## src/hdl/jtag_tap_scan_sequencer_defines.svh

```systemverilog
// Assertion macros for the JTAG TAP scan sequencer.
`ifndef JTAG_TAP_SCAN_SEQUENCER_DEFINES_SVH
`define JTAG_TAP_SCAN_SEQUENCER_DEFINES_SVH

`ifndef ASSERT_OFF
// Same-cycle implication, disabled while reset is asserted.
`define JTSQ_ASSERT(lbl, clk, rst_n, prop, msg) \
    lbl: assert property (@(posedge clk) disable iff (!rst_n) (prop)) else $error(msg);
// Next-cycle implication, disabled while reset is asserted.
`define JTSQ_ASSERT_NEXT(lbl, clk, rst_n, ante, cons, msg) \
    lbl: assert property (@(posedge clk) disable iff (!rst_n) (ante) |=> (cons)) else $error(msg);
`else
`define JTSQ_ASSERT(lbl, clk, rst_n, prop, msg)
`define JTSQ_ASSERT_NEXT(lbl, clk, rst_n, ante, cons, msg)
`endif

`endif

```

## src/hdl/jtsq_pkg.sv

```systemverilog
// Types and constants shared by the JTAG TAP scan sequencer.
`timescale 1ns / 1ps
`default_nettype none
package jtsq_pkg;

    localparam int MAX_SCAN_BITS = 64;
    localparam int MAX_TMS_BITS  = 31;

    // Request opcodes; codes five to seven are ignored: no clock and status ok, also while busy.
    localparam logic [2:0] OP_TICK    = 3'd0;
    localparam logic [2:0] OP_DR_SCAN = 3'd1;
    localparam logic [2:0] OP_IR_SCAN = 3'd2;
    localparam logic [2:0] OP_TAP_RST = 3'd3;
    localparam logic [2:0] OP_RAW_TMS = 3'd4;

    localparam logic [1:0] ST_OK    = 2'd0;
    localparam logic [1:0] ST_BUSY  = 2'd1;
    localparam logic [1:0] ST_RANGE = 2'd2;

    localparam logic [1:0] TAP_RESET    = 2'd0;
    localparam logic [1:0] TAP_IDLE     = 2'd1;
    localparam logic [1:0] TAP_PAUSE_DR = 2'd2;
    localparam logic [1:0] TAP_PAUSE_IR = 2'd3;

    // TMS walks into Shift-DR / Shift-IR and back out, and the walk to Test-Logic-Reset.
    localparam logic [31:0] TMS_DR_FROM_IDLE  = 32'h02;
    localparam logic [31:0] TMS_DR_FROM_PAUSE = 32'h07;
    localparam logic [31:0] TMS_IR_FROM_IDLE  = 32'h06;
    localparam logic [31:0] TMS_IR_FROM_PAUSE = 32'h0F;
    localparam logic [31:0] TMS_EXIT_IDLE     = 32'h01;
    localparam logic [31:0] TMS_EXIT_PAUSE    = 32'h00;
    localparam logic [31:0] TMS_TAP_RESET     = 32'h1F;

    localparam logic [5:0] LEN_DR_FROM_IDLE  = 6'd4;
    localparam logic [5:0] LEN_DR_FROM_PAUSE = 6'd5;
    localparam logic [5:0] LEN_IR_FROM_IDLE  = 6'd5;
    localparam logic [5:0] LEN_IR_FROM_PAUSE = 6'd6;
    localparam logic [5:0] LEN_EXIT_IDLE     = 6'd2;
    localparam logic [5:0] LEN_EXIT_PAUSE    = 6'd1;
    localparam logic [5:0] LEN_TAP_RESET     = 6'd5;

    typedef enum logic [1:0] {
        PH_IDLE,
        PH_ENTRY,
        PH_DATA,
        PH_EXIT
    } jtsq_phase_t;

    typedef struct packed {
        logic [1:0]  tracked_tap;
        jtsq_phase_t phase;
        logic [31:0] tms_pattern;
        logic [5:0]  tms_left;
        logic [63:0] tdi_shifter;
        logic [6:0]  data_left;
        logic [63:0] capture_reg;
        logic [5:0]  capture_pos;
        logic [1:0]  exit_target;
    } jtsq_state_t;

    typedef struct packed {
        logic        clock_pulse;
        logic        tms_level;
        logic        tdi_level;
        logic        busy_res;
        logic        finished;
        logic [1:0]  status;
        logic [63:0] captured_bits;
        logic [1:0]  tap_position;
    } jtsq_res_t;

endpackage
`default_nettype wire

```

## src/hdl/jtsq_step.sv

```systemverilog
// Next-state and result logic for one request of the scan sequencer.
`timescale 1ns / 1ps
`default_nettype none
module jtsq_step
    import jtsq_pkg::*;
(
    input  wire logic [2:0]  op,
    input  wire logic [63:0] payload,
    input  wire logic [6:0]  bit_count,
    input  wire logic        end_in_pause,
    input  wire logic        tdo_sample,
    input  wire jtsq_state_t state,
    output jtsq_state_t      state_next,
    output jtsq_res_t        res
);

    logic [6:0] data_left_dec;
    logic [5:0] tms_left_dec;
    logic       from_pause;
    logic       busy_now;

    assign data_left_dec = state.data_left - 7'd1;
    assign tms_left_dec  = state.tms_left - 6'd1;
    assign from_pause    = (state.tracked_tap == TAP_PAUSE_DR) ||
                           (state.tracked_tap == TAP_PAUSE_IR);
    assign busy_now      = (state.phase != PH_IDLE);

    always_comb begin
        state_next      = state;
        res.clock_pulse = 1'b0;
        res.tms_level   = 1'b0;
        res.tdi_level   = 1'b0;
        res.finished    = 1'b0;
        res.status      = ST_OK;

        case (op)
            OP_TICK: begin
                case (state.phase)
                    PH_DATA: begin
                        res.clock_pulse        = 1'b1;
                        res.tdi_level          = state.tdi_shifter[0];
                        state_next.tdi_shifter = {1'b0, state.tdi_shifter[63:1]};
                        state_next.capture_reg = state.capture_reg |
                                                 (64'(tdo_sample) << state.capture_pos);
                        state_next.capture_pos = state.capture_pos + 6'd1;
                        state_next.data_left   = data_left_dec;
                        if (data_left_dec == '0) begin
                            // last data bit leaves Shift with TMS high
                            res.tms_level    = 1'b1;
                            state_next.phase = PH_EXIT;
                            if (state.exit_target == TAP_IDLE) begin
                                state_next.tms_pattern = TMS_EXIT_IDLE;
                                state_next.tms_left    = LEN_EXIT_IDLE;
                            end else begin
                                state_next.tms_pattern = TMS_EXIT_PAUSE;
                                state_next.tms_left    = LEN_EXIT_PAUSE;
                            end
                        end
                    end
                    PH_ENTRY, PH_EXIT: begin
                        res.clock_pulse        = 1'b1;
                        res.tms_level          = state.tms_pattern[0];
                        state_next.tms_pattern = {1'b0, state.tms_pattern[31:1]};
                        state_next.tms_left    = tms_left_dec;
                        if (tms_left_dec == '0) begin
                            if (state.phase == PH_ENTRY && state.data_left != '0) begin
                                state_next.phase = PH_DATA;
                            end else begin
                                state_next.phase       = PH_IDLE;
                                state_next.tracked_tap = state.exit_target;
                                res.finished           = 1'b1;
                            end
                        end
                    end
                    default: begin
                    end
                endcase
            end
            OP_DR_SCAN, OP_IR_SCAN: begin
                if (busy_now) begin
                    res.status = ST_BUSY;
                end else if (bit_count == '0 || bit_count > 7'(MAX_SCAN_BITS)) begin
                    res.status = ST_RANGE;
                end else begin
                    if (op == OP_DR_SCAN) begin
                        state_next.tms_pattern = from_pause ? TMS_DR_FROM_PAUSE
                                                            : TMS_DR_FROM_IDLE;
                        state_next.tms_left    = from_pause ? LEN_DR_FROM_PAUSE
                                                            : LEN_DR_FROM_IDLE;
                        state_next.exit_target = end_in_pause ? TAP_PAUSE_DR : TAP_IDLE;
                    end else begin
                        state_next.tms_pattern = from_pause ? TMS_IR_FROM_PAUSE
                                                            : TMS_IR_FROM_IDLE;
                        state_next.tms_left    = from_pause ? LEN_IR_FROM_PAUSE
                                                            : LEN_IR_FROM_IDLE;
                        state_next.exit_target = end_in_pause ? TAP_PAUSE_IR : TAP_IDLE;
                    end
                    state_next.tdi_shifter = payload;
                    state_next.data_left   = bit_count;
                    state_next.capture_reg = '0;
                    state_next.capture_pos = '0;
                    state_next.phase       = PH_ENTRY;
                end
            end
            OP_TAP_RST: begin
                if (busy_now) begin
                    res.status = ST_BUSY;
                end else begin
                    state_next.tms_pattern = TMS_TAP_RESET;
                    state_next.tms_left    = LEN_TAP_RESET;
                    state_next.data_left   = '0;
                    state_next.exit_target = TAP_RESET;
                    state_next.phase       = PH_EXIT;
                end
            end
            OP_RAW_TMS: begin
                if (busy_now) begin
                    res.status = ST_BUSY;
                end else if (bit_count > 7'(MAX_TMS_BITS)) begin
                    res.status = ST_RANGE;
                end else if (bit_count != '0) begin
                    state_next.tms_pattern = payload[31:0];
                    state_next.tms_left    = bit_count[5:0];
                    state_next.data_left   = '0;
                    state_next.exit_target = state.tracked_tap;
                    state_next.phase       = PH_EXIT;
                end
            end
            default: begin
            end
        endcase

        res.busy_res      = (state_next.phase != PH_IDLE);
        res.captured_bits = state_next.capture_reg;
        res.tap_position  = state_next.tracked_tap;
    end

endmodule
`default_nettype wire

```

## src/hdl/jtag_tap_scan_sequencer.sv

```systemverilog
// Top level of the JTAG TAP scan sequencer: request register, sequencer state, result register.
// Throughput: one request per cycle while the result register is not stalled by m_ready;
// each tick request while busy moves the TAP sequence by one TCK.
// The step logic between the request register and the result register is a single pass.
// Reset (aresetn low, synchronous) clears both valid flags and all sequencer state:
// tracked TAP is Test-Logic-Reset, the sequencer is idle and the capture register is zero.
`timescale 1ns / 1ps
`default_nettype none
`include "jtag_tap_scan_sequencer_defines.svh"
module jtag_tap_scan_sequencer
    import jtsq_pkg::*;
(
    input  wire logic        aclk,
    input  wire logic        aresetn,

    input  wire logic        s_valid,
    output wire logic        s_ready,
    input  wire logic [2:0]  s_op,
    input  wire logic [63:0] s_payload,
    input  wire logic [6:0]  s_bit_count,
    input  wire logic        s_end_in_pause,
    input  wire logic        s_tdo_sample,

    output wire logic        m_valid,
    input  wire logic        m_ready,
    output wire logic        m_clock_pulse,
    output wire logic        m_tms_level,
    output wire logic        m_tdi_level,
    output wire logic        m_busy_res,
    output wire logic        m_finished,
    output wire logic [1:0]  m_status,
    output wire logic [63:0] m_captured_bits,
    output wire logic [1:0]  m_tap_position
);

    // Request register (stage one).
    logic        in_valid_reg;
    logic [2:0]  op_reg;
    logic [63:0] payload_reg;
    logic [6:0]  bit_count_reg;
    logic        end_in_pause_reg;
    logic        tdo_sample_reg;

    // Sequencer state, updated only when a request moves into the result register.
    jtsq_state_t state_reg;
    jtsq_state_t state_next;

    // Result register (stage two).
    logic      out_valid_reg;
    jtsq_res_t res_reg;
    jtsq_res_t res_next;

    logic out_free;
    logic advance;

    // The result register takes a new entry when empty or being drained;
    // the request register refills whenever it moves forward.
    assign out_free = !out_valid_reg || m_ready;
    assign advance  = in_valid_reg && out_free;
    assign s_ready  = !in_valid_reg || out_free;

    jtsq_step u_step (
        .op           (op_reg),
        .payload      (payload_reg),
        .bit_count    (bit_count_reg),
        .end_in_pause (end_in_pause_reg),
        .tdo_sample   (tdo_sample_reg),
        .state        (state_reg),
        .state_next   (state_next),
        .res          (res_next)
    );

    always_ff @(posedge aclk) begin
        if (!aresetn) begin
            in_valid_reg <= 1'b0;
        end else if (s_ready) begin
            in_valid_reg <= s_valid;
        end
    end

    always_ff @(posedge aclk) begin
        if (s_valid && s_ready) begin
            op_reg           <= s_op;
            payload_reg      <= s_payload;
            bit_count_reg    <= s_bit_count;
            end_in_pause_reg <= s_end_in_pause;
            tdo_sample_reg   <= s_tdo_sample;
        end
    end

    // Sequencer state: one step per request that leaves stage one.
    always_ff @(posedge aclk) begin
        if (!aresetn) begin
            state_reg <= '0;
        end else if (advance) begin
            state_reg <= state_next;
        end
    end

    always_ff @(posedge aclk) begin
        if (!aresetn) begin
            out_valid_reg <= 1'b0;
        end else if (out_free) begin
            out_valid_reg <= in_valid_reg;
        end
    end

    always_ff @(posedge aclk) begin
        if (advance) begin
            res_reg <= res_next;
        end
    end

    assign m_valid         = out_valid_reg;
    assign m_clock_pulse   = res_reg.clock_pulse;
    assign m_tms_level     = res_reg.tms_level;
    assign m_tdi_level     = res_reg.tdi_level;
    assign m_busy_res      = res_reg.busy_res;
    assign m_finished      = res_reg.finished;
    assign m_status        = res_reg.status;
    assign m_captured_bits = res_reg.captured_bits;
    assign m_tap_position  = res_reg.tap_position;

    // A command's last clock is a real clock and leaves the sequencer idle.
    `JTSQ_ASSERT(a_fin_has_clock, aclk, aresetn,
        (out_valid_reg && res_reg.finished) |-> (res_reg.clock_pulse && !res_reg.busy_res),
        "finished without clock or still busy")
    // Rejected requests never drive TCK.
    `JTSQ_ASSERT(a_reject_no_clock, aclk, aresetn,
        (out_valid_reg && res_reg.status != ST_OK) |-> !res_reg.clock_pulse,
        "clock on rejected request")
    // The sequencer state only moves with a request.
    `JTSQ_ASSERT_NEXT(a_state_holds, aclk, aresetn, !advance, $stable(state_reg),
        "state changed without a request")
    // A stalled result leaves the state alone.
    `JTSQ_ASSERT_NEXT(a_stall_holds, aclk, aresetn, out_valid_reg && !m_ready,
        $stable(res_reg) && $stable(state_reg), "result or state moved during stall")

endmodule
`default_nettype wire

```

## config.mk

```make
export PLATFORM = sky130hd
export DESIGN_NAME = jtag_tap_scan_sequencer
export DESIGN_NICKNAME = d
export VERILOG_FILES = /design/src/hdl/jtsq_pkg.sv /design/src/hdl/jtsq_step.sv /design/src/hdl/jtag_tap_scan_sequencer.sv
export VERILOG_INCLUDE_DIRS = /design/src /design/src/hdl
export SDC_FILE = /design/constraint.sdc
export NUM_CORES = 1
export LEC_CHECK = 0
export ABC_AREA = 1
export BUFFER_PORTS_ARGS = -buffer_cell sky130_fd_sc_hd__buf_2
export CORE_MARGIN = 1
export CORE_UTILIZATION = 28
export CTS_CLUSTER_DIAMETER = 200
export DETAILED_ROUTE_END_ITERATION = 10
export HOLD_SLACK_MARGIN = 0.15
export SYNTH_ARGS = -nofsm -noshare
export SYNTH_HDL_FRONTEND = slang
export SYNTH_SLANG_ARGS = --single-unit
```

## constraint.sdc

```tcl
create_clock -name aclk -period 4.63 [get_ports aclk]
set_clock_uncertainty 0.1 [all_clocks]
set_input_delay 0.926 -clock aclk [delete_from_list [all_inputs] [get_ports aclk]]
set_output_delay 0.926 -clock aclk [all_outputs]
set_load 0.01 [all_outputs]
```

==> out/metrics.cfg <==
[run_status]
status=finished clean

[floorplan]
die_w_um=226.6
io_pins=155
rows=81
design.die.area_um2=51330
start_util=0.2861
core_area_um2=49360
die_h_um=226.6

[finish]
n_fill_cell=5127
area.sequential_um2=8218
largest_reg_flops=185
multi_input_area_um2=4925
n_antenna_cell=0
nets=1755
drive_above_1_share=0.1603
area_growth_pct=17.92

[worst_hold_path]
holdCritPathClass=flip-flop to flip-flop

[placement]
dp_hpwl_um=23110
routabilityCongestion=0.8445
io_buffer_count=154

[yosys]
synthTopCellsByArea=edfxtp_1, dfxtp_1, nand2_1
ys.warnings.count=0
synth-seq-area-share=0.5820
synth-edff-count=149
synth_cell_types=41
syn_area_um2=14120
synth_most_common_cell=nand2_1
yosys.area.top_type=edfxtp_1
synthTopCellsByCount=nand2_1, a21oi_1, dfxtp_1
avgSynthCellArea_um2=9.029
ys_seq_elements=336
ys.flop_type=dfxtp_1
synth_top_cell_area_share=0.3169
syn-num-nets=1651
async_reset_ff_frac=0
netlist_instances=1564

[setup_path]
cp-start-kind=flip-flop
r2r_cells=11
cp.required_ps=4970
timing.critical_path.mode_cell=inv_2
crit_start=op_reg[1]
crit_fanout=20
path_delay_family=simple AND/OR/NAND/NOR gates
cpPeakStageDelay_ps=710
worstSetupEndpoint=state_reg[150]
critPathBufInv=3
cp-end-kind=flip-flop
r2r-start=op_reg[1]
cp.depth=11
cp.arrival_ps=3500
crit_chain=inv_2 > nand2_2 > nor2_1 > inv_2 > nor2_1 > nand3_1 > inv_2 > nand2_1 > nand3_1 > nand2_1 > a21oi_1
cp_slowest_cell=inv_2
crit_type=flip-flop to flip-flop
r2r_end=state_reg[150]
r2r_slack_ps=1480

[power_and_ir_drop]
max-vdd-ir-drop_uv=349.3
leakagePower_nw=6.392
power_mw=6.895
power.density_nw_per_um2=414.0

[cts]
worstSkewPairLatency_ps=520
h-tree-depth=2
hold_buffers=0
clock_sinks=336
ctsResizeCount=0
clock_path_buffers=3
post_cts_buffers=0
cts_tree=yes
clk_pin_slew_worst_paths_ps=60
cts_root_buffer=clkbuf_16
cts_made_buffers=37

[routing]
wl_per_cell_um=15.43
vias=11236
firstDrtPassIters=5
drc=0
antenna_left=0
dr.first_iter.drc_count=885
drt-vias-per-instance=4.759
routed_wl_um=36440

[sta]
hold_slack_ps=362.4
post-route-min-period_ps=3152
finalCritPeriodShare=0.6808
relSlewSlack=0.3160
rsz0062_at_grt=false
worst_slew_pin_slew_ps=1024
slew_violations=0
fin_setup_tns_ps=0
finalSetupViolations=0
hold_violations=0
fmax_mhz=317.3

[grt]
grtUsageTotal=0.1419
grt_max_degree=111
grt_pass1_wl_um=58100
grt-ovfl-total=0
antenna_found_initial=0
grt_pass1_vias=10821

[flow_run]
max_cap_viol_count=0

[layout make-up]
type,instances,area share
clock buffer,48,0.06124
clock inverter,20,0.01435
inverter,133,0.03028
multi-input combinational,990,0.2957
sequential,336,0.4935
tap,664,0.04989
timing repair buffer,170,0.05500
[how the worst min path moves through the flow]
stage	start	depth (start not counted)	end	slack [ps]
after detailed placement	state_reg[79]	2	state_reg[79]	350
after global placement	state_reg[64]	2	state_reg[64]	350
after floorplan	state_reg[79]	2	state_reg[79]	330
final	state_reg[64]	2	state_reg[64]	360
after global routing	state_reg[157]	2	state_reg[157]	370
after CTS	state_reg[79]	2	state_reg[79]	360
[per-layer routing]
metal | vias up | part of all wire | GRT usage
li1 | 5545 | - | -
met1 | 5337 | 0.47 | 0.1913
met2 | 318 | 0.47 | 0.2328
met3 | 36 | 0.054 | 0.02721
met4 | 0 | 0.013 | 0.03422
met5 | - | 0 | 0
[worst min-delay path, delay by kind of cell (launching register included)]
family / cells / cell delay (ps)
AOI/OAI and AO/OA: 1 / 60
buffers and inverters: 1 / 60
DFF: 1 / 290
[cells in the final DEF (no fill, tap or decap), types with 3 or more instances in the layout]
master,n
clkinv_1,7
a32oi_1,31
bufinv_16,5
inv_2,11
nand4_1,17
nand2_2,3
a211oi_1,18
inv_1,118
buf_2,154
nand2_1,278
clkinv_2,3
a21oi_1,199
or2_2,9
a21boi_0,16
dfxtp_1,187
edfxtp_1,149
clkbuf_16,39
clkinvlp_4,7
xor2_1,4
clkbuf_1,8
ha_1,7
nor2_2,7
a21oi_2,8
nor2_1,121
nor2_4,4
o21bai_1,16
nor3_1,6
nand3_1,66
o21ai_0,164
buf_4,14
[where the power goes]
group	internal (mW)	leakage (nW)	switching, mW
Sequential	3.26	2.96	0.0682
Combinational	0.164	2.85	0.362
Clock	1.84	0.587	1.20
Total	5.26	6.39	1.63
[cells by family after synthesis]
family                     share of synthesized area
DFF                                           0.5820
buffers and inverters                        0.06982
adders and majority gates                   0.006202
xor gates and xnor gates                    0.003721
and+or+nand+nor                               0.1551
AOI/OAI and AO/OA                             0.1831
[per-stage QoR]
stage,worst slack (ps),utilization,cells,cell area (um^2)
2_1_floorplan,375.4,-,1564,14120
3_3_place_gp,1450,0.3119,2293,15390
3_5_place_dp,1339,0.3119,2293,15390
4_1_cts,1555,0.3374,2361,16650
5_1_grt,1250,0.3374,2361,16650
6_report,1478,0.3374,2361,16650
No activity file was read; power rests on OpenSTA's default activity.
